==> config.mk <==
export PLATFORM = sky130hd
export DESIGN_NAME = response_frame_receiver_unit_flat
export DESIGN_NICKNAME = d
export VERILOG_FILES = /design/src/rfr_pkg.sv /design/src/rfr_if.sv /design/src/rfr_cfg_regs.sv /design/src/rfr_core.sv /design/src/rfr_out_buf.sv /design/src/response_frame_receiver_unit.sv /design/src/flat_wrapper.sv
export SDC_FILE = /design/constraint.sdc
export NUM_CORES = 1
export LEC_CHECK = 0
export ABC_AREA = 1
export BUFFER_PORTS_ARGS = -buffer_cell sky130_fd_sc_hd__buf_4
export CELL_PAD_IN_SITES_DETAIL_PLACEMENT = 1
export CELL_PAD_IN_SITES_GLOBAL_PLACEMENT = 2
export CORE_ASPECT_RATIO = 1.1
export CORE_UTILIZATION = 38
export DETAILED_ROUTE_END_ITERATION = 7
export PLACE_DENSITY = 0.95
export SYNTH_ARGS = -nofsm -noshare
export SYNTH_HDL_FRONTEND = slang
export SYNTH_HIERARCHICAL = 1
export SYNTH_SLANG_ARGS = --single-unit
==> constraint.sdc <==
create_clock -name i_clk -period 9.6 [get_ports i_clk]
set_input_delay 0 -clock i_clk [delete_from_list [all_inputs] [get_ports i_clk]]
set_output_delay 0 -clock i_clk [all_outputs]
set_load 0.01 [all_outputs]
==> src/rfr_pkg.sv <==
`timescale 1ns / 1ps
`default_nettype none

package rfr_pkg;

    // Largest buffer capacity a start accepts
    localparam int MAX_FRAME = 256;

    // Register reset values
    localparam logic [23:0] HEADER_RST   = 24'hDEDFEF;
    localparam logic [7:0]  COMMAND_RST  = 8'h00;
    localparam logic [7:0]  TAIL_RST     = 8'hAA;
    localparam logic [1:0]  END_MODE_RST = 2'd1;
    localparam logic [8:0]  MIN_LEN_RST  = 9'd5;
    localparam logic [8:0]  CAPACITY_RST = 9'd96;
    localparam logic [7:0]  IDLE_GAP_RST = 8'd5;
    localparam logic [15:0] TIMEOUT_RST  = 16'd1000;

    // Register map, word index
    typedef enum logic [2:0] {
        REG_HEADER   = 3'd0,
        REG_COMMAND  = 3'd1,
        REG_TAIL     = 3'd2,
        REG_END_MODE = 3'd3,
        REG_MIN_LEN  = 3'd4,
        REG_CAPACITY = 3'd5,
        REG_IDLE_GAP = 3'd6,
        REG_TIMEOUT  = 3'd7
    } t_reg_idx;

    localparam int APB_AW = 5;

    // Request operations
    typedef enum logic [1:0] {
        OP_START = 2'd0,
        OP_BYTE  = 2'd1,
        OP_TICK  = 2'd2,
        OP_RSVD  = 2'd3
    } t_op;

    // Frame end modes (any code above idle behaves as idle)
    localparam logic [1:0] END_TAIL  = 2'd0;
    localparam logic [1:0] END_EXACT = 2'd1;
    localparam logic [1:0] END_IDLE  = 2'd2;

    typedef struct packed {
        logic [23:0] header_bytes;
        logic [7:0]  command_byte;
        logic [7:0]  tail_byte;
        logic [1:0]  end_mode;
        logic [8:0]  min_length;
        logic [8:0]  buffer_capacity;
        logic [7:0]  idle_gap_ticks;
        logic [15:0] timeout_ticks;
    } t_cfg;

    typedef struct packed {
        logic       stored_valid;
        logic [7:0] stored_byte;
        logic [7:0] stored_index;
        logic       done_res;
        logic       success;
        logic [8:0] frame_length;
    } t_result;

    // Expected header byte for a given match stage
    function automatic logic [7:0] header_at(input logic [23:0] hdr, input logic [1:0] stage);
        logic [7:0] b;
        unique case (stage)
            2'd0:    b = hdr[23:16];
            2'd1:    b = hdr[15:8];
            2'd2:    b = hdr[7:0];
            default: b = 8'h00;
        endcase
        return b;
    endfunction

endpackage

`default_nettype wire

==> src/rfr_if.sv <==
`timescale 1ns / 1ps
`default_nettype none

// Request channel: one operation per request
interface rfr_in_if;
    logic       valid;
    logic       ready;
    logic [1:0] operation;
    logic [7:0] data_byte;

    modport source (output valid, output operation, output data_byte, input ready);
    modport sink   (input valid, input operation, input data_byte, output ready);
endinterface

// Result channel: at most one result per request
interface rfr_out_if;
    logic       valid;
    logic       ready;
    logic       stored_valid;
    logic [7:0] stored_byte;
    logic [7:0] stored_index;
    logic       done_res;
    logic       success;
    logic [8:0] frame_length;

    modport source (output valid, output stored_valid, output stored_byte,
                    output stored_index, output done_res, output success,
                    output frame_length, input ready);
    modport sink   (input valid, input stored_valid, input stored_byte,
                    input stored_index, input done_res, input success,
                    input frame_length, output ready);
endinterface

`default_nettype wire

==> src/rfr_cfg_regs.sv <==
`timescale 1ns / 1ps
`default_nettype none

module rfr_cfg_regs (
    input  wire logic                       i_clk,
    input  wire logic                       i_rst_n,
    input  wire logic                       psel,
    input  wire logic                       penable,
    input  wire logic                       pwrite,
    input  wire logic [rfr_pkg::APB_AW-1:0] paddr,
    input  wire logic [31:0]                pwdata,
    output logic [31:0]                     prdata,
    output logic                            pready,
    output rfr_pkg::t_cfg                   o_cfg
);
    import rfr_pkg::*;

    t_cfg     r_cfg;
    t_reg_idx w_idx;
    logic     w_wr;

    assign pready = 1'b1;
    assign w_idx  = t_reg_idx'(paddr[APB_AW-1:2]);
    assign w_wr   = psel && penable && pwrite;
    assign o_cfg  = r_cfg;

    // Register writes
    always_ff @(posedge i_clk) begin
        if (!i_rst_n) begin
            r_cfg.header_bytes    <= HEADER_RST;
            r_cfg.command_byte    <= COMMAND_RST;
            r_cfg.tail_byte       <= TAIL_RST;
            r_cfg.end_mode        <= END_MODE_RST;
            r_cfg.min_length      <= MIN_LEN_RST;
            r_cfg.buffer_capacity <= CAPACITY_RST;
            r_cfg.idle_gap_ticks  <= IDLE_GAP_RST;
            r_cfg.timeout_ticks   <= TIMEOUT_RST;
        end else if (w_wr) begin
            unique case (w_idx)
                REG_HEADER:   r_cfg.header_bytes    <= pwdata[23:0];
                REG_COMMAND:  r_cfg.command_byte    <= pwdata[7:0];
                REG_TAIL:     r_cfg.tail_byte       <= pwdata[7:0];
                REG_END_MODE: r_cfg.end_mode        <= pwdata[1:0];
                REG_MIN_LEN:  r_cfg.min_length      <= pwdata[8:0];
                REG_CAPACITY: r_cfg.buffer_capacity <= pwdata[8:0];
                REG_IDLE_GAP: r_cfg.idle_gap_ticks  <= pwdata[7:0];
                REG_TIMEOUT:  r_cfg.timeout_ticks   <= pwdata[15:0];
                default:      ;
            endcase
        end
    end

    // Read mux
    always_comb begin
        unique case (w_idx)
            REG_HEADER:   prdata = {8'd0, r_cfg.header_bytes};
            REG_COMMAND:  prdata = {24'd0, r_cfg.command_byte};
            REG_TAIL:     prdata = {24'd0, r_cfg.tail_byte};
            REG_END_MODE: prdata = {30'd0, r_cfg.end_mode};
            REG_MIN_LEN:  prdata = {23'd0, r_cfg.min_length};
            REG_CAPACITY: prdata = {23'd0, r_cfg.buffer_capacity};
            REG_IDLE_GAP: prdata = {24'd0, r_cfg.idle_gap_ticks};
            REG_TIMEOUT:  prdata = {16'd0, r_cfg.timeout_ticks};
            default:      prdata = 32'd0;
        endcase
    end

endmodule

`default_nettype wire

==> src/rfr_core.sv <==
`timescale 1ns / 1ps
`default_nettype none

module rfr_core (
    input  wire logic            i_clk,
    input  wire logic            i_rst_n,
    input  wire rfr_pkg::t_cfg   i_cfg,
    input  wire logic            i_valid,
    output logic                 o_ready,
    input  wire logic [1:0]      i_operation,
    input  wire logic [7:0]      i_data_byte,
    input  wire logic            i_space,
    output logic                 o_push,
    output rfr_pkg::t_result     o_result
);
    import rfr_pkg::*;

    // Input register
    logic       r_s1_valid;
    t_op        r_op;
    logic [7:0] r_byte;

    // Frame state
    logic        r_armed,     n_armed;
    logic [1:0]  r_stage,     n_stage;
    logic        r_capturing, n_capturing;
    logic [8:0]  r_count,     n_count;
    logic [16:0] r_waited,    n_waited;
    logic [7:0]  r_idle,      n_idle;

    logic    w_go;
    logic    w_emit;
    t_result w_res;

    assign w_go    = r_s1_valid && i_space;
    assign o_ready = !r_s1_valid || i_space;
    assign o_push  = w_go && w_emit;
    assign o_result = w_res;

    always_ff @(posedge i_clk) begin
        if (!i_rst_n) begin
            r_s1_valid <= 1'b0;
        end else if (i_valid && o_ready) begin
            r_s1_valid <= 1'b1;
        end else if (w_go) begin
            r_s1_valid <= 1'b0;
        end
    end

    always_ff @(posedge i_clk) begin
        if (i_valid && o_ready) begin
            r_op   <= t_op'(i_operation);
            r_byte <= i_data_byte;
        end
    end

    always_ff @(posedge i_clk) begin
        if (!i_rst_n) begin
            r_armed     <= 1'b0;
            r_stage     <= 2'd0;
            r_capturing <= 1'b0;
            r_count     <= 9'd0;
            r_waited    <= 17'd0;
            r_idle      <= 8'd0;
        end else if (w_go) begin
            r_armed     <= n_armed;
            r_stage     <= n_stage;
            r_capturing <= n_capturing;
            r_count     <= n_count;
            r_waited    <= n_waited;
            r_idle      <= n_idle;
        end
    end

    // Single-pass step of the registered request
    always_comb begin
        logic [8:0] cnt_inc;
        logic       match;
        logic       idle_done;
        logic       bad_cap;

        n_armed     = r_armed;
        n_stage     = r_stage;
        n_capturing = r_capturing;
        n_count     = r_count;
        n_waited    = r_waited;
        n_idle      = r_idle;
        w_emit      = 1'b0;
        w_res       = '0;

        cnt_inc   = r_count + 9'd1;
        idle_done = 1'b0;
        match     = (r_stage == 2'd3) ? (r_byte == i_cfg.command_byte)
                                      : (r_byte == header_at(i_cfg.header_bytes, r_stage));
        bad_cap   = (i_cfg.buffer_capacity == 9'd0)
                 || (int'(i_cfg.buffer_capacity) > MAX_FRAME)
                 || (i_cfg.buffer_capacity < i_cfg.min_length);

        unique case (r_op)
            OP_START: begin
                n_stage     = 2'd0;
                n_capturing = 1'b0;
                n_count     = 9'd0;
                n_waited    = 17'd0;
                n_idle      = 8'd0;
                if (bad_cap) begin
                    n_armed        = 1'b0;
                    w_emit         = 1'b1;
                    w_res.done_res = 1'b1;
                end else begin
                    n_armed = 1'b1;
                end
            end

            OP_TICK: begin
                if (r_armed) begin
                    if (r_waited != '1) n_waited = r_waited + 17'd1;
                    // idle gap counting once the frame is long enough
                    if (r_capturing && (i_cfg.end_mode >= END_IDLE)
                        && (r_count >= i_cfg.min_length)) begin
                        if (r_idle != '1) n_idle = r_idle + 8'd1;
                        idle_done = (n_idle >= i_cfg.idle_gap_ticks);
                    end
                    if (idle_done) begin
                        n_armed            = 1'b0;
                        w_emit             = 1'b1;
                        w_res.done_res     = 1'b1;
                        w_res.success      = 1'b1;
                        w_res.frame_length = r_count;
                    end else if (n_waited > {1'b0, i_cfg.timeout_ticks}) begin
                        n_armed        = 1'b0;
                        w_emit         = 1'b1;
                        w_res.done_res = 1'b1;
                    end
                end
            end

            OP_BYTE: begin
                if (r_armed) begin
                    n_idle = 8'd0;
                    if (!r_capturing) begin
                        if (match) begin
                            if (r_count >= i_cfg.buffer_capacity) begin
                                // overflow
                                n_armed        = 1'b0;
                                w_emit         = 1'b1;
                                w_res.done_res = 1'b1;
                            end else begin
                                n_count            = cnt_inc;
                                w_emit             = 1'b1;
                                w_res.stored_valid = 1'b1;
                                w_res.stored_byte  = r_byte;
                                w_res.stored_index = r_count[7:0];
                                if (r_stage != 2'd3) begin
                                    n_stage = r_stage + 2'd1;
                                end else begin
                                    n_capturing = 1'b1;
                                    if ((i_cfg.end_mode == END_EXACT)
                                        && (cnt_inc >= i_cfg.min_length)) begin
                                        n_armed            = 1'b0;
                                        w_res.done_res     = 1'b1;
                                        w_res.success      = 1'b1;
                                        w_res.frame_length = cnt_inc;
                                    end
                                end
                            end
                        end else if (r_byte == i_cfg.header_bytes[23:16]) begin
                            // resync on first header byte
                            n_stage            = 2'd1;
                            n_count            = 9'd1;
                            w_emit             = 1'b1;
                            w_res.stored_valid = 1'b1;
                            w_res.stored_byte  = r_byte;
                        end else begin
                            n_stage = 2'd0;
                            n_count = 9'd0;
                        end
                    end else if (r_count >= i_cfg.buffer_capacity) begin
                        n_armed        = 1'b0;
                        w_emit         = 1'b1;
                        w_res.done_res = 1'b1;
                    end else begin
                        n_count            = cnt_inc;
                        w_emit             = 1'b1;
                        w_res.stored_valid = 1'b1;
                        w_res.stored_byte  = r_byte;
                        w_res.stored_index = r_count[7:0];
                        if (i_cfg.end_mode == END_TAIL) begin
                            if (r_byte == i_cfg.tail_byte) begin
                                n_armed            = 1'b0;
                                w_res.done_res     = 1'b1;
                                w_res.success      = (cnt_inc >= i_cfg.min_length);
                                w_res.frame_length = cnt_inc;
                            end
                        end else if ((i_cfg.end_mode == END_EXACT)
                                     && (cnt_inc >= i_cfg.min_length)) begin
                            n_armed            = 1'b0;
                            w_res.done_res     = 1'b1;
                            w_res.success      = 1'b1;
                            w_res.frame_length = cnt_inc;
                        end
                    end
                end
            end

            default: ;
        endcase
    end

endmodule

`default_nettype wire

==> src/rfr_out_buf.sv <==
`timescale 1ns / 1ps
`default_nettype none

module rfr_out_buf (
    input  wire logic             i_clk,
    input  wire logic             i_rst_n,
    input  wire logic             i_push,
    input  wire rfr_pkg::t_result i_result,
    output logic                  o_space,
    output logic                  o_valid,
    input  wire logic             i_ready,
    output rfr_pkg::t_result      o_result
);
    import rfr_pkg::*;

    // Two-entry result buffer; space does not depend on the sink ready
    t_result    r_mem [2];
    logic       r_wr_ptr;
    logic       r_rd_ptr;
    logic [1:0] r_count;
    logic       w_pop;

    assign o_space  = (r_count != 2'd2);
    assign o_valid  = (r_count != 2'd0);
    assign o_result = r_mem[r_rd_ptr];
    assign w_pop    = o_valid && i_ready;

    always_ff @(posedge i_clk) begin
        if (!i_rst_n) begin
            r_wr_ptr <= 1'b0;
            r_rd_ptr <= 1'b0;
            r_count  <= 2'd0;
        end else begin
            if (i_push) r_wr_ptr <= !r_wr_ptr;
            if (w_pop)  r_rd_ptr <= !r_rd_ptr;
            unique case ({i_push, w_pop})
                2'b10:   r_count <= r_count + 2'd1;
                2'b01:   r_count <= r_count - 2'd1;
                default: r_count <= r_count;
            endcase
        end
    end

    always_ff @(posedge i_clk) begin
        if (i_push) r_mem[r_wr_ptr] <= i_result;
    end

endmodule

`default_nettype wire

==> src/response_frame_receiver_unit.sv <==
`timescale 1ns / 1ps
`default_nettype none
// Response frame receiver: header-synchronized deframer for a UART byte stream.
// Request channel i_req carries an operation (start, byte received, idle tick)
// and a data byte. Result channel o_rsp returns at most one result per request:
// a stored byte with its buffer index, and/or a done flag with success and
// frame length. Requests that produce nothing (ignored bytes, plain ticks,
// a good start) return no result.
// The input register holds each accepted request while it is stepped; its result
// is written into the result buffer and is visible on o_rsp from there.
// Throughput: one request per cycle while the result buffer has space; the
// input register and a two-entry result buffer decouple the channels.
// When the receiver stalls, the result buffer fills, then the input register
// holds its request and i_req.ready drops until space frees up.
// Reset (i_rst_n low, synchronous) disarms the receiver, clears the frame
// progress and buffer, and loads register defaults.
// Registers sit on the APB port at byte address 4*index; write only while idle.

module response_frame_receiver_unit (
    input  wire logic                       i_clk,
    input  wire logic                       i_rst_n,
    rfr_in_if.sink                          i_req,
    rfr_out_if.source                       o_rsp,
    input  wire logic                       psel,
    input  wire logic                       penable,
    input  wire logic                       pwrite,
    input  wire logic [rfr_pkg::APB_AW-1:0] paddr,
    input  wire logic [31:0]                pwdata,
    output logic [31:0]                     prdata,
    output logic                            pready
);
    import rfr_pkg::*;

    t_cfg    w_cfg;
    logic    w_space;
    logic    w_push;
    t_result w_res;
    t_result w_out;

    rfr_cfg_regs u_cfg (
        .i_clk   (i_clk),
        .i_rst_n (i_rst_n),
        .psel    (psel),
        .penable (penable),
        .pwrite  (pwrite),
        .paddr   (paddr),
        .pwdata  (pwdata),
        .prdata  (prdata),
        .pready  (pready),
        .o_cfg   (w_cfg)
    );

    rfr_core u_core (
        .i_clk       (i_clk),
        .i_rst_n     (i_rst_n),
        .i_cfg       (w_cfg),
        .i_valid     (i_req.valid),
        .o_ready     (i_req.ready),
        .i_operation (i_req.operation),
        .i_data_byte (i_req.data_byte),
        .i_space     (w_space),
        .o_push      (w_push),
        .o_result    (w_res)
    );

    rfr_out_buf u_obuf (
        .i_clk    (i_clk),
        .i_rst_n  (i_rst_n),
        .i_push   (w_push),
        .i_result (w_res),
        .o_space  (w_space),
        .o_valid  (o_rsp.valid),
        .i_ready  (o_rsp.ready),
        .o_result (w_out)
    );

    assign o_rsp.stored_valid = w_out.stored_valid;
    assign o_rsp.stored_byte  = w_out.stored_byte;
    assign o_rsp.stored_index = w_out.stored_index;
    assign o_rsp.done_res     = w_out.done_res;
    assign o_rsp.success      = w_out.success;
    assign o_rsp.frame_length = w_out.frame_length;

endmodule

`default_nettype wire
==> src/flat_wrapper.sv <==
// flat-port wrapper written by rule: the top's interface ports become plain ports
module response_frame_receiver_unit_flat import rfr_pkg::*;
  (i_clk, i_rst_n, psel, penable, pwrite, paddr, pwdata, prdata, pready, i_req_valid, i_req_operation, i_req_data_byte, i_req_ready, o_rsp_valid, o_rsp_stored_valid, o_rsp_stored_byte, o_rsp_stored_index, o_rsp_done_res, o_rsp_success, o_rsp_frame_length, o_rsp_ready);
  rfr_in_if i_req_i ();
  rfr_out_if o_rsp_i ();
  input  wire logic i_clk;
  input  wire logic i_rst_n;
  input  wire logic psel;
  input  wire logic penable;
  input  wire logic pwrite;
  input  wire logic [rfr_pkg::APB_AW-1:0] paddr;
  input  wire logic [31:0] pwdata;
  output logic [31:0] prdata;
  output logic pready;
  input wire logic [$bits(i_req_i.valid)-1:0] i_req_valid;
  input wire logic [$bits(i_req_i.operation)-1:0] i_req_operation;
  input wire logic [$bits(i_req_i.data_byte)-1:0] i_req_data_byte;
  output wire logic [$bits(i_req_i.ready)-1:0] i_req_ready;
  output wire logic [$bits(o_rsp_i.valid)-1:0] o_rsp_valid;
  output wire logic [$bits(o_rsp_i.stored_valid)-1:0] o_rsp_stored_valid;
  output wire logic [$bits(o_rsp_i.stored_byte)-1:0] o_rsp_stored_byte;
  output wire logic [$bits(o_rsp_i.stored_index)-1:0] o_rsp_stored_index;
  output wire logic [$bits(o_rsp_i.done_res)-1:0] o_rsp_done_res;
  output wire logic [$bits(o_rsp_i.success)-1:0] o_rsp_success;
  output wire logic [$bits(o_rsp_i.frame_length)-1:0] o_rsp_frame_length;
  input wire logic [$bits(o_rsp_i.ready)-1:0] o_rsp_ready;
  assign i_req_i.valid = i_req_valid;
  assign i_req_i.operation = i_req_operation;
  assign i_req_i.data_byte = i_req_data_byte;
  assign i_req_ready = i_req_i.ready;
  assign o_rsp_valid = o_rsp_i.valid;
  assign o_rsp_stored_valid = o_rsp_i.stored_valid;
  assign o_rsp_stored_byte = o_rsp_i.stored_byte;
  assign o_rsp_stored_index = o_rsp_i.stored_index;
  assign o_rsp_done_res = o_rsp_i.done_res;
  assign o_rsp_success = o_rsp_i.success;
  assign o_rsp_frame_length = o_rsp_i.frame_length;
  assign o_rsp_i.ready = o_rsp_ready;
  response_frame_receiver_unit u_core (.i_clk(i_clk), .i_rst_n(i_rst_n), .i_req(i_req_i), .o_rsp(o_rsp_i), .psel(psel), .penable(penable), .pwrite(pwrite), .paddr(paddr), .pwdata(pwdata), .prdata(prdata), .pready(pready));
endmodule
==> report_table.html, run 1 <==
<table>
<tr><th>Metric</th><th>Value</th></tr>
<tr><th colspan="2">STA</th></tr>
<tr><td>Achievable clock frequency</td><td>roughly 0.22 GHz</td></tr>
<tr><td>Clock Skew</td><td>~0.011 ns</td></tr>
<tr><td>Rel. slew slack</td><td>0.238</td></tr>
<tr><td>Final period utilization</td><td>0.470</td></tr>
<tr><td>Number of failing hold endpoints at the final stage</td><td>0</td></tr>
<tr><td>Total Negative Setup Slacks</td><td>0 ns</td></tr>
<tr><td>Worst Hold Slack</td><td>0.0938 ns</td></tr>
<tr><td>Final count of pins violating max slew</td><td>0</td></tr>
<tr><td>Pin slew with the least headroom to its limit</td><td>1.14 ns</td></tr>
<tr><td>RSZ-0062 raised after global routing</td><td>false</td></tr>
<tr><td>Post-layout min period</td><td>4.51 ns</td></tr>
<tr><td>Final WS setup</td><td>~5.1 ns</td></tr>
<tr><td>Number of endpoints failing setup at the final stage</td><td>0</td></tr>
<tr><th colspan="2">Layout</th></tr>
<tr><td>Fraction of layout cells with a size suffix above 1</td><td>0.121</td></tr>
<tr><td>Fin cells</td><td>2051</td></tr>
<tr><td>Area delta synth-&gt;final</td><td>16.6%</td></tr>
<tr><td>Net total in the final layout</td><td>1756</td></tr>
<tr><td>ANT cells</td><td>0</td></tr>
<tr><td>Final Core Density</td><td>0.453</td></tr>
<tr><td>Final std cell area, no fill</td><td>between 0.01 and 0.015 mm2</td></tr>
<tr><th colspan="2">Logic synthesis</th></tr>
<tr><td>Commonest cells in the synthesized netlist</td><td>353 x nand2_1, 195 x nor2_1, 156 x inv_1</td></tr>
<tr><td>Number of warnings printed during yosys synthesis</td><td>6</td></tr>
<tr><td>Combined area of all synthesized cells</td><td>approximately 0.012 mm2</td></tr>
<tr><td>Synth async-reset ratio</td><td>0</td></tr>
<tr><td>Number of synthesized register bits</td><td>between 150 and 200</td></tr>
<tr><td>Area contributors post-synth</td><td>dfxtp_1 22%, edfxtp_1 17%, nand2_1 11%</td></tr>
<tr><td>Area share of the largest cell type after synthesis</td><td>0.221</td></tr>
<tr><td>Mean instance size in the synthesized netlist</td><td>between 7 and 8 um2</td></tr>
<tr><td>Count of distinct cell types in the synthesized netlist</td><td>52</td></tr>
<tr><td>Cell taking the most area after synthesis</td><td>dfxtp_1</td></tr>
<tr><td>Main flop type after synthesis</td><td>dfxtp_1</td></tr>
<tr><td>Number of enable-type register cells in the synthesized netlist</td><td>66</td></tr>
<tr><td>Seq/Total Area, Yosys</td><td>0.392</td></tr>
<tr><td>Most used standard cell by instance count after synthesis</td><td>nand2_1</td></tr>
<tr><td>Gate Count Post-Synth</td><td>1525</td></tr>
<tr><th colspan="2">Placed design</th></tr>
<tr><td>Post-placement cell count</td><td>a little under 2000</td></tr>
<tr><td>Dpl ws</td><td>approximately 5.1 ns</td></tr>
<tr><td>Buffers on Ports</td><td>97</td></tr>
<tr><td>Final HPWL DP</td><td>26.1 mm</td></tr>
<tr><td>Placer's final routability congestion estimate</td><td>between 0.8 and 0.9</td></tr>
<tr><td>Placed Instance Area</td><td>0.0125 mm2</td></tr>
<tr><th colspan="2">Drt</th></tr>
<tr><td>Post-route DRC violation count</td><td>0</td></tr>
<tr><td>Total wirelength of the detailed-routed design</td><td>approximately 36 mm</td></tr>
<tr><td>Count of vias placed by the detailed router</td><td>around 11000</td></tr>
<tr><td>DR iter-0 viols</td><td>around 450</td></tr>
<tr><td>Routed WL per cell</td><td>approximately 18 um</td></tr>
<tr><td>DR vias/cell</td><td>between 5 and 6</td></tr>
<tr><td>Count of TritonRoute iterations in the first routing pass</td><td>4</td></tr>
<tr><td>Antenna Nets Post-Route</td><td>0</td></tr>
<tr><th colspan="2">Floorplan</th></tr>
<tr><td>Std cell rows</td><td>66</td></tr>
<tr><td>Horizontal die dimension</td><td>~170 um</td></tr>
<tr><td>Core footprint</td><td>slightly below 0.03 mm2</td></tr>
<tr><td>Die Area</td><td>0.0312 mm2</td></tr>
<tr><td>Die height</td><td>185 um</td></tr>
<tr><td>Top Ports</td><td>around 120</td></tr>
<tr><td>Effective utilization at floorplan</td><td>0.389</td></tr>
<tr><th colspan="2">Setup path</th></tr>
<tr><td>Flop-to-flop setup slack</td><td>around 5.1 ns</td></tr>
<tr><td>Worst reg2reg path depth</td><td>22</td></tr>
<tr><td>End point of the critical path</td><td>u_core/u_obuf/r_mem[1][25]</td></tr>
<tr><td>Crit path launch</td><td>u_core/u_core/r_waited[0]</td></tr>
<tr><td>Startpoint of the worst-slack reg-to-reg timing path</td><td>u_core/u_core/r_waited[0]</td></tr>
<tr><td>Worst-path maximum fanout</td><td>28</td></tr>
<tr><td>Type of element capturing the critical path</td><td>register</td></tr>
<tr><td>Critical Path AT</td><td>~4.6 ns</td></tr>
<tr><td>Startpoint Class</td><td>register</td></tr>
<tr><td>Reg-to-Reg End</td><td>u_core/u_obuf/r_mem[1][25]</td></tr>
<tr><td>Type of the worst setup path</td><td>register to register</td></tr>
<tr><td>Required arrival time at the worst endpoint</td><td>9.66 ns</td></tr>
<tr><th colspan="2">Clock tree</th></tr>
<tr><td>Maximum buffer depth of the clock tree</td><td>2</td></tr>
<tr><td>Clk_lat worst skew</td><td>about 0.45 ns</td></tr>
<tr><td>Resized Gates After CTS</td><td>0</td></tr>
<tr><td>TritonCTS sink count</td><td>about 190</td></tr>
<tr><td>Cts bufs inserted</td><td>17</td></tr>
<tr><td>Clock tree from TritonCTS</td><td>yes</td></tr>
<tr><td>Root buffer selected by CTS</td><td>clkbuf_16</td></tr>
<tr><td>Number of buffers inserted by hold repair at cts</td><td>36</td></tr>
<tr><td>Maximum level of the CTS H-tree</td><td>4</td></tr>
<tr><td>Postcts setup bufs</td><td>0</td></tr>
<tr><td>Clock-pin slew reported for the worst setup and hold paths after clock tree synthesis</td><td>0.08 ns</td></tr>
<tr><th colspan="2">Pwr</th></tr>
<tr><td>Worst ir drop on vdd</td><td>0.0000847 V</td></tr>
<tr><td>Total chip power</td><td>1.78 mW</td></tr>
<tr><td>Power density relative to cell area</td><td>roughly 130 mW/mm2</td></tr>
<tr><td>Leak Pwr</td><td>roughly 6.2 nW</td></tr>
<tr><th colspan="2">Global route</th></tr>
<tr><td>Pin count of the biggest net entering global routing</td><td>~90</td></tr>
<tr><td>Antenna violations before repair</td><td>0</td></tr>
<tr><td>Global Route Usage Sum</td><td>0.237</td></tr>
<tr><td>Number of global-route vias before repair</td><td>roughly 11000</td></tr>
<tr><td>First-pass GRT wire length</td><td>approximately 58 mm</td></tr>
<tr><td>Total overflow reported by the global router</td><td>0</td></tr>
<tr><th colspan="2">Worst hold path</th></tr>
<tr><td>Hold crit path type</td><td>input port to register</td></tr>
<tr><th colspan="2">Outcome</th></tr>
<tr><td>Outcome</td><td>finished, final reports clean</td></tr>
<tr><th colspan="2">Run</th></tr>
<tr><td>Count of max-cap constraint violations</td><td>0</td></tr>
</table>
per-layer routing:
metal  wire (um)  global-route usage  share of wire  vias up
met5           0                   0              0        -
met4         869              0.0793          0.024        0
met3        1240              0.0348          0.034       40
met2       17700               0.422           0.49      185
met1       16200               0.293           0.45     5162
li1            -                   -              -     5246
logic make-up after synthesis:
family          count (synthesis)  share of synthesized area
compound gates                177                     0.0863
xor+xnor                       38                     0.0287
fa+ha+maj                      72                     0.0777
buf+inv                       231                     0.0866
flops                         194                      0.392
mux                            29                     0.0345
other cells                     2                   0.000648
simple gates                  782                      0.293
how the worst min path moves through the flow:
stage	startpoint	endpoint	slack, ns	cells past startpoint
global placement	i_req_data_byte[6]	u_core/u_core/r_byte[6]	0.18	1
global route	paddr[3]	u_core/u_cfg/o_cfg[43]	0.13	4
detailed placement	i_req_data_byte[7]	u_core/u_core/r_byte[7]	0.18	1
floorplan	i_req_data_byte[0]	u_core/u_core/r_byte[0]	0.1	0
CTS	paddr[3]	u_core/u_cfg/o_cfg[43]	0.08	4
finish	paddr[3]	u_core/u_cfg/o_cfg[43]	0.09	4
sequential cells by signal (all words and copies together) (netlist names), named ones only:
register                   cells
u_core/u_core/r_count          9
u_core/u_core/r_stage          2
u_core/u_cfg/o_cfg            84
u_core/u_core/r_waited        17
u_core/u_core/r_idle           8
u_core/u_core/r_capturing      1
u_core/u_core/r_armed          1
u_core/u_obuf/r_count          2
u_core/u_core/r_op             2
u_core/u_obuf/r_wr_ptr         1
u_core/u_core/r_byte           8
u_core/u_obuf/r_rd_ptr         1
u_core/u_obuf/r_mem           56
u_core/u_core/r_s1_valid       1
cell usage in the layout (no fill, tap or decap), drive strengths merged, types with 12 or more instances in the layout:
cell	Yosys	routed
clkbuf	25	18
mux2	28	28
buf	34	102
xor2	21	21
nand2	357	357
nor3	30	30
nand4	59	59
nand3	120	120
a21oi	84	84
inv	169	174
xnor2	17	17
ha	72	72
edfxtp	66	66
nor2	205	205
o21ai	61	61
o2111ai	12	12
dlygate4sd3	0	36
dfxtp	128	128
worst max-delay path, stage by stage, from the launching register on:
cell and delay [ns]:
dfxtp_1 0.39, ha_1 0.22, nand2_1 0.09, nor2_1 0.23
nand4_1 0.12, nor2_1 0.18, nor2_1 0.09, nand3_1 0.14
nor3_1 0.08, xor2_1 0.18, ha_1 0.30, nand2_1 0.05
inv_1 0.07, nand4_1 0.12, nor2_1 0.15, nand3_1 0.09
nand3_1 0.08, nand2_1 0.12, nand3_1 0.11, nand3_1 0.08
a21oi_1 0.26, nand2_1 0.13, inv_1 0.83
final cells by class:
class                   count  area, um2
clock buffers              18        439
clock inverters            14        170
fillers                  3720      16300
inverters                 172        648
multi-input cells        1107       6080
flip-flops and latches    194       4540
well taps                 408        510
repair buffers            138       1130
report_power, final:
group / internal [mW] / total (mW) / switching (mW)
clock: 0.401 / 0.755 / 0.354
sequential: 0.854 / 0.866 / 0.0120
combinational: 0.0586 / 0.162 / 0.103
total: 1.31 / 1.78 / 0.469
(Power assumes the default switching activity.)
==> run 2: changes to the inputs <==
Settings changed: CORE_UTILIZATION 38 to 35, PLACE_DENSITY 0.95 to 0.9.
Clock period 9.6 ns to 4.16 ns, I/O delays scaled along.
==> run 2 against run 1 <==
  * Final area increased by 0.71%
  * Clock skew increased by 0.0053 ns
  * Sequential share of layout area decreased by 0.22 points
  * Flip-flop and latch count unchanged
  * Clock power increased by 120%
  * Via count increased by 1.9%
  * Utilization decreased by 3.4 points
  * Setup slack got worse by 4.8 ns
  * Critical endpoint is now u_core/u_obuf/r_count[1]
  * Largest cell class unchanged
  * Largest power group unchanged
==> report_table.html, run 2 (synthesis gave the netlist of run 1 again) <==
<table>
<tr><th>Metric</th><th>Value</th></tr>
<tr><th colspan="2">Clock tree</th></tr>
<tr><td>Root buffer selected by CTS</td><td>clkbuf_16</td></tr>
<tr><td>Clock-pin slew reported for the worst setup and hold paths after clock tree synthesis</td><td>around 0.070 ns</td></tr>
<tr><td>Maximum buffer depth of the clock tree</td><td>2</td></tr>
<tr><td>Maximum level of the CTS H-tree</td><td>4</td></tr>
<tr><td>Clk_lat worst skew</td><td>approximately 0.45 ns</td></tr>
<tr><td>Cts bufs inserted</td><td>17</td></tr>
<tr><td>TritonCTS sink count</td><td>194</td></tr>
<tr><td>Clock tree from TritonCTS</td><td>yes</td></tr>
<tr><th colspan="2">Placed design</th></tr>
<tr><td>Placed Instance Area</td><td>between 0.01 and 0.015 mm2</td></tr>
<tr><td>Buffers on Ports</td><td>97</td></tr>
<tr><td>Placer's final routability congestion estimate</td><td>about 0.85</td></tr>
<tr><td>Final HPWL DP</td><td>roughly 27 mm</td></tr>
<tr><th colspan="2">Setup path</th></tr>
<tr><td>Critical Path AT</td><td>~4.2 ns</td></tr>
<tr><td>Worst-path maximum fanout</td><td>4</td></tr>
<tr><td>Required arrival time at the worst endpoint</td><td>approximately 4.5 ns</td></tr>
<tr><td>Startpoint Class</td><td>register</td></tr>
<tr><td>Worst reg2reg path depth</td><td>27</td></tr>
<tr><td>Type of element capturing the critical path</td><td>register</td></tr>
<tr><td>Type of the worst setup path</td><td>register to register</td></tr>
<tr><th colspan="2">STA</th></tr>
<tr><td>Rel. slew slack</td><td>0.354</td></tr>
<tr><td>Final count of pins violating max slew</td><td>0</td></tr>
<tr><td>Number of failing hold endpoints at the final stage</td><td>0</td></tr>
<tr><td>Total Negative Setup Slacks</td><td>0 ns</td></tr>
<tr><td>Post-layout min period</td><td>between 3 and 4 ns</td></tr>
<tr><td>RSZ-0062 raised after global routing</td><td>true</td></tr>
<tr><td>Clock Skew</td><td>around 0.016 ns</td></tr>
<tr><td>Pin slew with the least headroom to its limit</td><td>just under 1 ns</td></tr>
<tr><td>Final period utilization</td><td>0.930</td></tr>
<tr><td>Achievable clock frequency</td><td>roughly 0.26 GHz</td></tr>
<tr><td>Number of endpoints failing setup at the final stage</td><td>0</td></tr>
<tr><th colspan="2">Floorplan</th></tr>
<tr><td>Die Area</td><td>roughly 0.034 mm2</td></tr>
<tr><td>Effective utilization at floorplan</td><td>0.357</td></tr>
<tr><td>Top Ports</td><td>approximately 120</td></tr>
<tr><td>Die height</td><td>roughly 190 um</td></tr>
<tr><td>Core footprint</td><td>approximately 0.032 mm2</td></tr>
<tr><td>Horizontal die dimension</td><td>~180 um</td></tr>
<tr><td>Std cell rows</td><td>slightly below 70</td></tr>
<tr><th colspan="2">Pwr</th></tr>
<tr><td>Sequential cell fraction of total power</td><td>0.492</td></tr>
<tr><td>Switching power share of the total</td><td>0.268</td></tr>
<tr><td>Internal Dissipation</td><td>just under 3 mW</td></tr>
<tr><td>Fraction of power consumed by combinational cells</td><td>0.093</td></tr>
<tr><td>Worst ir drop on vdd</td><td>0.000228 V</td></tr>
<tr><td>Portion of total power attributed to the clock network</td><td>0.415</td></tr>
<tr><td>Power density relative to cell area</td><td>between 200 and 300 mW/mm2</td></tr>
<tr><td>Leak Pwr</td><td>~6.3 nW</td></tr>
<tr><td>Psw</td><td>1.09 mW</td></tr>
<tr><th colspan="2">Worst hold path</th></tr>
<tr><td>Number of cells traversed by the worst hold path</td><td>4</td></tr>
<tr><td>Hold crit path type</td><td>input port to register</td></tr>
<tr><th colspan="2">Layout</th></tr>
<tr><td>Fraction of layout cells with a size suffix above 1</td><td>0.129</td></tr>
<tr><td>Area delta synth-&gt;final</td><td>17.5%</td></tr>
<tr><td>ANT cells</td><td>0</td></tr>
<tr><td>Filler cell count in the final layout</td><td>4060</td></tr>
<tr><td>Final std cell area, no fill</td><td>approximately 0.014 mm2</td></tr>
<tr><td>Leading cell type in the layout, fill and taps excluded</td><td>nand2_1</td></tr>
<tr><td>Commonest cells after routing, fill and taps aside</td><td>352 x nand2_1, 191 x nor2_1, 156 x inv_1</td></tr>
<tr><td>Net total in the final layout</td><td>1760</td></tr>
<tr><td>Number of flip-flops under the largest register name</td><td>between 80 and 90</td></tr>
<tr><th colspan="2">Global route</th></tr>
<tr><td>Number of global-route vias before repair</td><td>around 11000</td></tr>
<tr><td>Global Route Usage Sum</td><td>0.223</td></tr>
<tr><td>Total overflow reported by the global router</td><td>0</td></tr>
<tr><td>First-pass GRT wire length</td><td>a little under 60 mm</td></tr>
<tr><td>Antenna violations before repair</td><td>0</td></tr>
<tr><td>Pin count of the biggest net entering global routing</td><td>slightly above 90</td></tr>
<tr><th colspan="2">Run</th></tr>
<tr><td>Count of max-cap constraint violations</td><td>0</td></tr>
<tr><th colspan="2">Drt</th></tr>
<tr><td>DR vias/cell</td><td>5.23</td></tr>
<tr><td>DR iter-0 viols</td><td>between 600 and 700</td></tr>
<tr><td>Post-route DRC violation count</td><td>0</td></tr>
<tr><td>Total wirelength of the detailed-routed design</td><td>approximately 37 mm</td></tr>
<tr><td>Routed WL per cell</td><td>between 15 and 20 um</td></tr>
<tr><td>Antenna Nets Post-Route</td><td>0</td></tr>
<tr><td>Count of vias placed by the detailed router</td><td>10800</td></tr>
<tr><td>Count of TritonRoute iterations in the first routing pass</td><td>5</td></tr>
<tr><th colspan="2">Outcome</th></tr>
<tr><td>Outcome</td><td>finished, final reports clean</td></tr>
</table>
==> run 2: timing repair <==
action                                  4_1_cts  5_1_grt
gates resized for setup                       0       13
endpoints found under the hold margin        97        0
endpoints found under the setup margin        0       72
hold buffers                                 36        0
setup buffers                                 0        0
==> run 2: layout make-up <==
| type | instances | area (um2) | area share |
|---|---|---|---|
| Tap cell | 426 | 533 | 0.0391 |
| Clock buffer | 19 | 443 | 0.0325 |
| Clock inverter | 13 | 139 | 0.0102 |
| Inverter | 172 | 648 | 0.0476 |
| Multi-Input combinational cell | 1107 | 6120 | 0.450 |
| Sequential cell | 194 | 4550 | 0.334 |
| Timing Repair Buffer | 142 | 1180 | 0.0867 |
==> run 2: per-layer routing <==
layer  wire [um]  part of all wire  GRT usage  up-vias
li1            -                 -          -     5260
met1       16700              0.45      0.277     5330
met2       18500              0.50      0.397      207
met3        1320             0.035     0.0296       42
met4         827             0.022     0.0729        0
met5           0                 0          0        -
==> run 2: through the flow <==
stage / hold slack (ns) / util / total power [mW] / std cells / worst slack [ns]
after detailed placement: 0.180 / 0.389 / 2.39 / 2005 / 0.178
after global placement: 0.179 / 0.389 / 2.38 / 2005 / 0.361
final: 0.0969 / 0.419 / 4.06 / 2073 / 0.289
after floorplan: 0.0989 / - / 2.24 / 1532 / 0.393
after global routing: 0.118 / 0.419 / 4.20 / 2073 / -0.110
after CTS: 0.0731 / 0.418 / 4.09 / 2073 / 0.124
==> run 2: final timing paths <==
kind | startpoint | end | slack (ns)
setup / recovery | u_core/u_core/r_waited[0] | u_core/u_obuf/r_count[1] | 0.29
hold / removal | paddr[3] | u_core/u_cfg/o_cfg[42] | 0.1
setup reg to reg | u_core/u_core/r_waited[0] | u_core/u_obuf/r_count[1] | 0.29
hold reg to reg | u_core/u_cfg/o_cfg[65] | u_core/u_cfg/o_cfg[65] | 0.50
==> run 2: power groups by stage <==
stage / sequential (mW) / clock (mW) / combinational (mW)
after floorplan: 2.03 / 0 / 0.209
after global placement: 2.04 / 0 / 0.336
after detailed placement: 2.04 / 0 / 0.343
after CTS: 2.00 / 1.72 / 0.373
after global routing: 2.00 / 1.79 / 0.410
final: 2.00 / 1.69 / 0.376
==> run 2: critical path, cell delays in order (launching register included) <==
cell,delay [ns]
dfxtp_2,0.34
ha_2,0.19
nand2_1,0.13
nor2_4,0.06
nand4_1,0.10
nor2_2,0.06
nor2_1,0.20
nand3_2,0.15
nor3_1,0.21
xor2_1,0.13
ha_1,0.29
nand2_1,0.05
inv_1,0.07
nand4_1,0.14
nor2_2,0.14
nand3_1,0.09
nand3_1,0.08
nand2_1,0.13
nand3_1,0.12
nand3_1,0.11
a21oi_2,0.21
inv_1,0.09
ha_1,0.33
inv_1,0.09
nand2_1,0.07
nor2_1,0.10
nor2_1,0.05
nor2_1,0.09
==> run 3: changes to the inputs <==
Settings changed: CORE_MARGIN set to 2, PLACE_DENSITY 0.9 to 0.89, SYNTH_HIERARCHICAL 1 to unset.
==> run 3 against run 2 <==
  * Final cell count down 7.0%
  * Non-clock buffer count unchanged
  * Clock power is essentially flat
  * Clock skew down 0.0053 ns
  * Critical endpoint is now u_core.u_obuf.r_count[1]
==> report_table.html, run 3 <==
<table>
<tr><th>Metric</th><th>Value</th></tr>
<tr><th colspan="2">Outcome</th></tr>
<tr><td>Outcome</td><td>finished, final reports clean</td></tr>
<tr><th colspan="2">Clock tree</th></tr>
<tr><td>TritonCTS sink count</td><td>194</td></tr>
<tr><td>Maximum buffer depth of the clock tree</td><td>2</td></tr>
<tr><td>Clock tree from TritonCTS</td><td>yes</td></tr>
<tr><td>Clk_lat worst skew</td><td>0.45 ns</td></tr>
<tr><td>Cts bufs inserted</td><td>17</td></tr>
<tr><td>Clock-pin slew reported for the worst setup and hold paths after clock tree synthesis</td><td>~0.080 ns</td></tr>
<tr><td>Root buffer selected by CTS</td><td>clkbuf_16</td></tr>
<tr><td>Postcts setup bufs</td><td>0</td></tr>
<tr><td>Maximum level of the CTS H-tree</td><td>4</td></tr>
<tr><th colspan="2">Setup path</th></tr>
<tr><td>Type of the worst setup path</td><td>register to register</td></tr>
<tr><td>Worst reg2reg path depth</td><td>28</td></tr>
<tr><td>Flop-to-flop setup slack</td><td>0.37 ns</td></tr>
<tr><td>Required arrival time at the worst endpoint</td><td>4.53 ns</td></tr>
<tr><td>Startpoint of the worst-slack reg-to-reg timing path</td><td>u_core.u_core.r_waited[0]</td></tr>
<tr><td>Critical-path top delay cell</td><td>dfxtp_2</td></tr>
<tr><td>Reg-to-Reg End</td><td>u_core.u_obuf.r_count[1]</td></tr>
<tr><td>Critical Path AT</td><td>4.16 ns</td></tr>
<tr><td>Crit-path most repeated cell</td><td>nand2_1</td></tr>
<tr><td>Startpoint Class</td><td>register</td></tr>
<tr><td>Maximum cell stage delay along the critical path</td><td>~0.35 ns</td></tr>
<tr><td>Type of element capturing the critical path</td><td>register</td></tr>
<tr><td>Worst-path maximum fanout</td><td>5</td></tr>
<tr><th colspan="2">Layout</th></tr>
<tr><td>Commonest cells after routing, fill and taps aside</td><td>298 x nand2_1, 144 x inv_1, 138 x a21oi_1</td></tr>
<tr><td>Number of flip-flops under the largest register name</td><td>84</td></tr>
<tr><td>Fraction of layout cells with a size suffix above 1</td><td>0.149</td></tr>
<tr><td>Net total in the final layout</td><td>about 1600</td></tr>
<tr><td>ANT cells</td><td>0</td></tr>
<tr><td>Leading cell type in the layout, fill and taps excluded</td><td>nand2_1</td></tr>
<tr><td>Area delta synth-&gt;final</td><td>18.7%</td></tr>
<tr><td>Final Core Density</td><td>0.419</td></tr>
<tr><th colspan="2">STA</th></tr>
<tr><td>Clock Skew</td><td>approximately 0.011 ns</td></tr>
<tr><td>Pin slew with the least headroom to its limit</td><td>about 1.2 ns</td></tr>
<tr><td>Post-layout min period</td><td>3.79 ns</td></tr>
<tr><td>Total Negative Setup Slacks</td><td>0 ns</td></tr>
<tr><td>Number of endpoints failing setup at the final stage</td><td>0</td></tr>
<tr><td>Worst Hold Slack</td><td>around 0.093 ns</td></tr>
<tr><td>Final count of pins violating max slew</td><td>0</td></tr>
<tr><td>Final period utilization</td><td>0.911</td></tr>
<tr><td>Rel. slew slack</td><td>0.172</td></tr>
<tr><td>Number of failing hold endpoints at the final stage</td><td>0</td></tr>
<tr><td>Achievable clock frequency</td><td>0.264 GHz</td></tr>
<tr><th colspan="2">Drt</th></tr>
<tr><td>Routed WL per cell</td><td>approximately 18 um</td></tr>
<tr><td>DR vias/cell</td><td>slightly above 5</td></tr>
<tr><td>Met1 layer wirelength in the final routing</td><td>15.4 mm</td></tr>
<tr><td>Routed length on met2</td><td>between 15 and 20 mm</td></tr>
<tr><td>Highest metal layer with signal wires</td><td>met4</td></tr>
<tr><td>WL met3</td><td>around 1.2 mm</td></tr>
<tr><td>Total wirelength of the detailed-routed design</td><td>34.2 mm</td></tr>
<tr><td>Count of TritonRoute iterations in the first routing pass</td><td>5</td></tr>
<tr><td>DR iter-0 viols</td><td>548</td></tr>
<tr><td>Antenna Nets Post-Route</td><td>0</td></tr>
<tr><td>Post-route DRC violation count</td><td>0</td></tr>
<tr><td>Count of vias placed by the detailed router</td><td>a little under 10000</td></tr>
<tr><th colspan="2">Global route</th></tr>
<tr><td>Pin count of the biggest net entering global routing</td><td>between 70 and 80</td></tr>
<tr><td>Total overflow reported by the global router</td><td>0</td></tr>
<tr><td>Global Route Usage Sum</td><td>0.210</td></tr>
<tr><td>Antenna violations before repair</td><td>0</td></tr>
<tr><td>Number of global-route vias before repair</td><td>10200</td></tr>
<tr><td>First-pass GRT wire length</td><td>approximately 55 mm</td></tr>
<tr><th colspan="2">Logic synthesis</th></tr>
<tr><td>Main flop type after synthesis</td><td>dfxtp_1</td></tr>
<tr><td>Number of enable-type register cells in the synthesized netlist</td><td>66</td></tr>
<tr><td>Combined area of all synthesized cells</td><td>between 0.01 and 0.015 mm2</td></tr>
<tr><td>Number of synthesized register bits</td><td>~190</td></tr>
<tr><td>Area contributors post-synth</td><td>dfxtp_1 23%, edfxtp_1 18%, nand2_1 10%</td></tr>
<tr><td>Most used standard cell by instance count after synthesis</td><td>nand2_1</td></tr>
<tr><td>Number of warnings printed during yosys synthesis</td><td>0</td></tr>
<tr><td>Fraction of the mapped netlist area in adder cells</td><td>0.0819</td></tr>
<tr><td>Simple logic cell fraction of the synthesized area</td><td>0.226</td></tr>
<tr><td>Synth async-reset ratio</td><td>0</td></tr>
<tr><td>Seq/Total Area, Yosys</td><td>0.413</td></tr>
<tr><td>Area share of the largest cell type after synthesis</td><td>0.233</td></tr>
<tr><td>Xor-xnor portion of the synthesized cell area</td><td>0.0262</td></tr>
<tr><td>Dominant combinational cell family by area after synthesis</td><td>simple AND/OR/NAND/NOR gates</td></tr>
<tr><td>Count of distinct cell types in the synthesized netlist</td><td>50</td></tr>
<tr><td>Cell taking the most area after synthesis</td><td>dfxtp_1</td></tr>
<tr><td>Commonest cells in the synthesized netlist</td><td>299 x nand2_1, 144 x inv_1, 138 x a21oi_1</td></tr>
<tr><td>Post-synthesis compound-gate area fraction</td><td>0.142</td></tr>
<tr><td>Mean instance size in the synthesized netlist</td><td>~8 um2</td></tr>
<tr><td>Share of cell area taken by muxes after synthesis</td><td>0.0297</td></tr>
<tr><td>Gate Count Post-Synth</td><td>1378</td></tr>
<tr><th colspan="2">Worst hold path</th></tr>
<tr><td>Startpoint of the worst hold path</td><td>paddr[4]</td></tr>
<tr><td>Hold crit path type</td><td>input port to register</td></tr>
<tr><td>Number of cells traversed by the worst hold path</td><td>5</td></tr>
<tr><td>Terminating pin of the worst hold path</td><td>u_core.u_cfg.o_cfg[43]</td></tr>
<tr><th colspan="2">Run</th></tr>
<tr><td>Count of max-cap constraint violations</td><td>0</td></tr>
<tr><th colspan="2">Placed design</th></tr>
<tr><td>Placer's final routability congestion estimate</td><td>0.817</td></tr>
<tr><td>Buffers on Ports</td><td>97</td></tr>
<tr><td>Final HPWL DP</td><td>around 25 mm</td></tr>
<tr><th colspan="2">Pwr</th></tr>
<tr><td>Worst ir drop on vdd</td><td>0.000244 V</td></tr>
<tr><td>Power density relative to cell area</td><td>between 300 and 400 mW/mm2</td></tr>
<tr><td>Leak Pwr</td><td>approximately 5.7 nW</td></tr>
<tr><th colspan="2">Floorplan</th></tr>
<tr><td>Die Area</td><td>around 0.033 mm2</td></tr>
<tr><td>Horizontal die dimension</td><td>about 170 um</td></tr>
<tr><td>Top Ports</td><td>117</td></tr>
<tr><td>Core footprint</td><td>0.0311 mm2</td></tr>
<tr><td>Die height</td><td>between 150 and 200 um</td></tr>
<tr><td>Std cell rows</td><td>68</td></tr>
<tr><td>Effective utilization at floorplan</td><td>0.353</td></tr>
</table>
## run 3: area by class of cell
type                       count  area, um2
clock buffer                  18        429
clock inverter                14        165
fill                        3772      18100
inverter                     157        592
multi-input combinational    982       5630
sequential                   194       4550
tap                          420        526
timing repair buffer         142       1170
## run 3: cells by family (layout without fill, tap and decap cells)
logic type | count (synthesis) | in the layout
adders and majority gates | 72 | 72
other | 2 | 9
and+or+nand+nor | 561 | 561
DFF | 194 | 194
AOI/OAI and AO/OA | 279 | 279
muxes | 29 | 29
buffers and inverters | 209 | 331
xor gates and xnor gates | 32 | 32
## run 3: per-layer routing
layer | vias to the layer above | track usage
li1 | 4874 | -
met1 | 4750 | 0.269
met2 | 180 | 0.369
met3 | 36 | 0.0274
met5 | - | 0
met4 | 0 | 0.0642
## run 3: critical path: cells and delay by family, from the launching register on
| family | cells | cell delay, ns |
|---|---|---|
| AND/OR/NAND/NOR | 19 | 1.92 |
| adder cells (fa/ha/maj) | 3 | 0.80 |
| flip-flops | 1 | 0.35 |
| AO/OA/AOI/OAI | 2 | 0.25 |
| buffers and inverters | 3 | 0.23 |
| XOR/XNOR | 1 | 0.17 |
## run 3: per-stage QoR
stage	cell area [um2]	instances	worst slack, ns	power (mW)
finish	13100	1927	0.371	4.08
global route	13100	1927	-0.0166	4.23
CTS	13000	1927	0.111	4.12
detailed placement	12100	1859	0.144	2.40
global placement	12100	1859	0.319	2.39
floorplan	11000	1385	0.00846	2.24
## run 3: worst max path at each step
stage | startpoint | endpoint | slack, ns | cells after the start
5_1_grt | u_core.u_core.r_waited[0] | u_core.u_obuf.r_count[1] | -0.02 | 29
6_report | u_core.u_core.r_waited[0] | u_core.u_obuf.r_count[1] | 0.37 | 28
4_1_cts | u_core.u_core.r_waited[0] | u_core.u_obuf.r_count[1] | 0.11 | 28
3_3_place_gp | u_core.u_core.r_waited[0] | u_core.u_obuf.r_count[1] | 0.32 | 28
3_5_place_dp | u_core.u_core.r_waited[0] | u_core.u_obuf.r_count[1] | 0.14 | 28
2_1_floorplan | u_core.u_core.r_waited[0] | u_core.u_obuf.r_mem[0][0] | 0.008 | 23
## run 3: what timing repair did
action	in CTS	in global routing
hold buffers	36	0
resized for setup	0	8
endpoints found under the hold margin	96	0
setup endpoints to repair	0	22
## run 3: report_power, final
group / internal, mW / total [mW] / leakage [nW] / switching, mW
logic: 0.148 / 0.384 / 3.69 / 0.236
clock network: 0.905 / 1.70 / 0.290 / 0.796
registers: 1.97 / 2.00 / 1.73 / 0.0254
total: 3.03 / 4.08 / 5.71 / 1.06
